`src/rtl/core/nmpl_pkg.sv`:
```
// Shared types, constants and helpers for the normal-map pixel lighting block.
package nmpl_pkg;

   localparam int unsigned VecWidth    = 16;
   localparam int unsigned ColorWidth  = 24;
   localparam int unsigned SqWidth     = 34;
   localparam int unsigned LenWidth    = 17;
   localparam int unsigned QuoWidth    = 13;
   localparam int unsigned NumWidth    = 29;
   localparam int unsigned CsrIdxWidth = 2;
   localparam int unsigned FifoDepth   = 4;
   localparam int unsigned OutDepth    = 4;

   localparam logic [ColorWidth-1:0] MagentaColor = 24'hFF00FF;

   localparam logic [CsrIdxWidth-1:0] CsrLightX  = 2'd0;
   localparam logic [CsrIdxWidth-1:0] CsrLightY  = 2'd1;
   localparam logic [CsrIdxWidth-1:0] CsrLightZ  = 2'd2;
   localparam logic [CsrIdxWidth-1:0] CsrAmbient = 2'd3;

   typedef struct packed {
      logic                  magenta;
      logic [ColorWidth-1:0] base;
      logic signed [VecWidth-1:0] nx;
      logic signed [VecWidth-1:0] ny;
      logic signed [VecWidth-1:0] nz;
   } work_type;

   // normal-map channel decode: trunc((8192*c - 1044480)/255) toward zero
   function automatic logic signed [VecWidth-1:0] decode_channel(input logic [7:0] c);
      logic signed [22:0] num;
      logic [21:0] mag;
      logic [40:0] prod;
      logic [12:0] q;
      begin
         num = 23'(signed'({1'b0, c, 13'd0})) - 23'sd1044480;
         mag = num[22] ? 22'(-num) : num[21:0];
         // divide by 255 as a multiply by ceil(2^28/255); exact while mag < 2^20
         prod = 41'(mag) * 41'(21'd1052689);
         q = prod[40:28];
         decode_channel = num[22] ? -16'(signed'({3'b0, q})) : 16'(signed'({3'b0, q}));
      end
   endfunction

endpackage

```
`src/rtl/core/nmpl_front.sv`:
```
// Front part: accepts words, selects and decodes the normal.
module nmpl_front (
   input  logic                           clock,
   input  logic                           reset,
   input  logic                           in_valid,
   input  logic [nmpl_pkg::ColorWidth-1:0] base_texel,
   input  logic                           base_present,
   input  logic [nmpl_pkg::ColorWidth-1:0] bump_texel,
   input  logic                           bump_present,
   input  logic signed [15:0]             normal_x,
   input  logic signed [15:0]             normal_y,
   input  logic signed [15:0]             normal_z,
   output logic                           out_valid,
   output nmpl_pkg::work_type             out_work
);
   import nmpl_pkg::*;

   logic     valid_ff, valid_in;
   work_type work_ff, work_in;
   logic [7:0] rom_idx [3];
   logic signed [VecWidth-1:0] dec [3];

   assign rom_idx[0] = bump_texel[23:16];
   assign rom_idx[1] = bump_texel[15:8];
   assign rom_idx[2] = bump_texel[7:0];

   always_comb begin
      for (int i = 0; i < 3; i++) begin
         dec[i] = decode_channel(rom_idx[i]);
      end
      valid_in = in_valid;
      work_in.magenta = !base_present;
      work_in.base = base_texel;
      work_in.nx = bump_present ? dec[0] : normal_x;
      work_in.ny = bump_present ? dec[1] : normal_y;
      work_in.nz = bump_present ? dec[2] : normal_z;
   end

   always_ff @(posedge clock) begin
      if (reset) begin
         valid_ff <= 1'b0;
      end else begin
         valid_ff <= valid_in;
      end
      work_ff <= work_in;
   end

   assign out_valid = valid_ff;
   assign out_work = work_ff;
endmodule

```
`config.mk`:
```
export PLATFORM = sky130hd
export DESIGN_NAME = nmpl_front
export DESIGN_NICKNAME = d
export VERILOG_FILES = /design/src/rtl/core/nmpl_pkg.sv /design/src/rtl/core/nmpl_front.sv
export SDC_FILE = /design/constraint.sdc
export NUM_CORES = 1
export LEC_CHECK = 0
export ABC_AREA = 1
export ABC_CLOCK_PERIOD_IN_PS = 2800
export BUFFER_PORTS_ARGS = -buffer_cell sky130_fd_sc_hd__buf_2
export CAP_MARGIN = 20
export CORE_ASPECT_RATIO = 0.6
export CORE_MARGIN = 3
export CORE_UTILIZATION = 25
export CTS_CLUSTER_DIAMETER = 120
export DETAILED_ROUTE_END_ITERATION = 7
export GPL_TIMING_DRIVEN = 0
export HOLD_SLACK_MARGIN = 0.15
export SLEW_MARGIN = 20
export SYNTH_ARGS = -nofsm -noshare
export SYNTH_HDL_FRONTEND = slang
export SYNTH_SLANG_ARGS = --single-unit
```
`constraint.sdc`:
```
create_clock -name clock -period 2.8 [get_ports clock]
set_input_delay 0 -clock clock [delete_from_list [all_inputs] [get_ports clock]]
set_output_delay 0 -clock clock [all_outputs]
set_load 0.005 [all_outputs]
```
==> results.json <==
{
  "final_area_um2": 7920,
  "power_frac_comb_pct": 34.5,
  "use_met3_pct": 3.85,
  "die_width_um": 184,
  "htreeDepth": 3,
  "most-common-layout-cells": "sky130_fd_sc_hd__nand2_1 (194), sky130_fd_sc_hd__buf_2 (170), sky130_fd_sc_hd__dlygate4sd3_1 (96)",
  "finish.net_count": 1070,
  "layout-area-overhead-vs-synth_pct": 66.5,
  "fraction_of_power_consumed_by_sequential_logic_pct": 33.8,
  "cts.root.buffer_cell": "sky130_fd_sc_hd__clkbuf_16",
  "first_global_vias": 5033,
  "gr-usage-met2_pct": 27.2,
  "die_area_um2": 20800,
  "core_area_um2": 18400,
  "power.switching_uw": 1110,
  "cts_tree": "built",
  "synth-seq-area-share_pct": 31.2,
  "rsz_0062_raised_after_global_routing": "true",
  "powerDensity_nw_per_um2": 436,
  "synthesis.area_um2": 4750,
  "max_freq_ghz": 0.371,
  "clkPwrFrac_pct": 31.7,
  "drv_slew": 0,
  "cts_buffer_depth": 2,
  "antenna_cells": 0,
  "synth.lib_cells_used.distinct": 37,
  "busiest_layer": "met2",
  "power.internal_uw": 2340,
  "congestion_overflow_gr": 0,
  "crit_path_slowest_cell": "sky130_fd_sc_hd__xnor2_4",
  "synth_async_sr_flop_share_pct": 0,
  "layout.cells.most_common": "sky130_fd_sc_hd__nand2_1",
  "vias_per_cell": 4.49,
  "cp-startpoint": "bump_texel[15]",
  "timing.final.setup_violations": 0,
  "place_congestion": 0.921,
  "min_period_ps": 2690,
  "critical-path-top-delay-family": "adder cells",
  "synth.net_count": 774,
  "total_leakage_power_uw": 0.00386,
  "worstMarginPinSlew_ps": 766,
  "clkSlewWorstSetupHoldPaths_ps": 60,
  "number_of_synthesized_flops_with_an_enable_pin": 0,
  "detail_route.wl_per_cell_um": 15.7,
  "report.final.hold_viol_count": 0,
  "crit_path_start_kind": "input pin",
  "ys_ff_latch": 74,
  "max-cap-violations": 0,
  "critical_path.max_fanout": 10,
  "layout.core_utilization_pct": 43.1,
  "first_iter_violations": 290,
  "crit_path_cell_trace": "buf_16, xnor2_4, ha_4, ha_1, ha_4, ha_4, ha_4, nand3_4, nor2_4, nand2_2, nand2_2, nand2_2, nand2_4, nand2_1, nand2_1, nand2_2, ha_4, nor2_4, xor2_2, o21ai_1",
  "totalWireLength_mm": 18.3,
  "min_delay_path_depth": 5,
  "vdd_ir_drop_max_uv": 244,
  "worstSetupEndpoint": "out_work[18]$_DFF_P_",
  "yosysWarnings": 0,
  "synth.avg_cell_area_um2": 7.59,
  "dpl_cell_area_um2": 6130,
  "rows": 38,
  "antenna_found_initial": 0,
  "min_path_type": "in -> reg",
  "fillerInstances": 1822,
  "vias": 5232,
  "fp.dieH_um": 113,
  "detailedPlace.worstSlack_ps": -456,
  "status": "finished clean",
  "numCtsBuffers": 9,
  "p_total_uw": 3450,
  "syn-instance-count": 626,
  "placement.io_buffers": 170,
  "dominantRegCellSynth": "sky130_fd_sc_hd__dfxtp_1",
  "timing.critical_path.arrival_ps": 2900,
  "gr-usage-all-layers_pct": 17.2,
  "drtPass1Iterations": 5,
  "endpoint_kind": "flop",
  "initial_utilization_pct": 25.9,
  "global_route.usage.met1_pct": 24.1,
  "critPathKind": "in -> reg",
  "grt_max_degree": 13,
  "total_i_o_pin_count": 175,
  "clock-sinks": 74,
  "remaining_drc_errors": 0,
  "hpwlAfterDp_mm": 13.2,
  "critPathMostFrequentCell": "sky130_fd_sc_hd__ha_4",
  "worst_ep_required_time_ps": 3010,
  "critical_path.n_buffers_inverters": 1,
  "timing.slew.headroom_pct": 48.9,
  "swShare_pct": 32.2,
  "finalCritPeriodShare_pct": 96.2,
  "timing.final.ws_setup_ps": 105,
  "global_route_wire_length_before_repair_mm": 27.6,
  "cpPeakStageDelay_ps": 280,
  "post_route_cells_drive_above_1_share_pct": 37.3,
  "critical_path_depth": 20,
  "drt.antenna.violating_nets": 0
}
==> per-layer routing <==
layer  wire, um  share of wire [%]  vias up
li1           -                  -     2632
met3       1280                7.0       13
met2       8070                 44      189
met4        210                1.1        2
met5          6              0.033        -
met1       8770                 48     2396
==> worst min path at each step <==
stage                                      end           start  slack (ps)
after floorplan           out_work[48]$_DFF_P_   base_texel[0]          30
after global placement    out_work[58]$_DFF_P_  base_texel[10]         100
after detailed placement  out_work[57]$_DFF_P_   base_texel[9]         100
after CTS                 out_work[42]$_DFF_P_  bump_texel[21]         160
after global routing      out_work[42]$_DFF_P_  bump_texel[21]         180
final                     out_work[42]$_DFF_P_  bump_texel[21]         150
==> state kept, by name, summed over array words and instances, names as in the netlist <==
name	flops
out_work	73
out_valid	1
==> area by class of cell <==
class | count | area, um2 | area share (%)
multi-input cells | 485 | 3500 | 44.3
plain buffers | 18 | 156 | 1.98
clock buffers | 11 | 243 | 3.07
repair buffers | 285 | 2000 | 25.3
clock inverters | 4 | 27.5 | 0.348
well taps | 240 | 300 | 3.79
inverters | 49 | 204 | 2.58
flip-flops and latches | 74 | 1480 | 18.7
==> cells in the mapped netlist (3+ instances only) <==
cell type | count | area share (%)
sky130_fd_sc_hd__xnor2_4 | 10 | 5.8
sky130_fd_sc_hd__buf_6 | 3 | 0.71
sky130_fd_sc_hd__nor2_1 | 35 | 2.8
sky130_fd_sc_hd__o21ai_0 | 11 | 1.2
sky130_fd_sc_hd__ha_1 | 47 | 12
sky130_fd_sc_hd__nand4_1 | 6 | 0.79
sky130_fd_sc_hd__a21oi_1 | 8 | 0.84
sky130_fd_sc_hd__inv_2 | 8 | 0.63
sky130_fd_sc_hd__nand2_4 | 6 | 1.4
sky130_fd_sc_hd__nand2_1 | 225 | 18
sky130_fd_sc_hd__nor3_1 | 4 | 0.42
sky130_fd_sc_hd__dfxtp_1 | 74 | 31
sky130_fd_sc_hd__inv_1 | 37 | 2.9
sky130_fd_sc_hd__o21ai_1 | 6 | 0.63
sky130_fd_sc_hd__nand3_1 | 76 | 8.0
sky130_fd_sc_hd__inv_4 | 3 | 0.39
sky130_fd_sc_hd__o21bai_1 | 3 | 0.47
sky130_fd_sc_hd__nand2_2 | 10 | 1.3
sky130_fd_sc_hd__nor2_2 | 4 | 0.53
sky130_fd_sc_hd__a31oi_1 | 9 | 1.2
sky130_fd_sc_hd__xor2_1 | 5 | 0.92
sky130_fd_sc_hd__clkbuf_1 | 9 | 0.71
sky130_fd_sc_hd__xnor2_2 | 5 | 1.7
==> timing repair <==
action,4_1_cts,5_1_grt
buffers inserted,3,15
setup endpoints to repair,9,35
endpoints found under the hold margin,74,0
pin swaps,3,37
gates cloned,0,1
gates resized for setup,8,66
hold buffers,96,0
==> metrics by stage <==
stage | hold slack [ps] | TNS, ps | cells
after floorplan | 27.7 | 0 | 626
after global placement | 103 | -9570 | 1036
after detailed placement | 104 | -10510 | 1036
after CTS | 155 | 0 | 1150
after global routing | 178 | -307 | 1166
final | 153 | 0 | 1166
==> power by group through the flow <==
stage | sequential, uW | clock, uW | combinational (uW)
global placement | 1190 | 0 | 898
CTS | 1160 | 1150 | 1040
finish | 1170 | 1100 | 1190
floorplan | 1200 | 0 | 565
detailed placement | 1190 | 0 | 912
global route | 1170 | 1190 | 1330
==> cell families (layout without fill, tap and decap cells) <==
group | count (synthesis) | in the layout | synth area share, %
compound gates | 39 | 39 | 4.61
xor+xnor | 22 | 22 | 9.11
fa+ha+maj | 47 | 47 | 12.4
buf+inv | 67 | 367 | 6.82
flops | 74 | 74 | 31.2
simple gates | 377 | 377 | 35.9
Note: power is estimated with default switching activity, not from simulation.
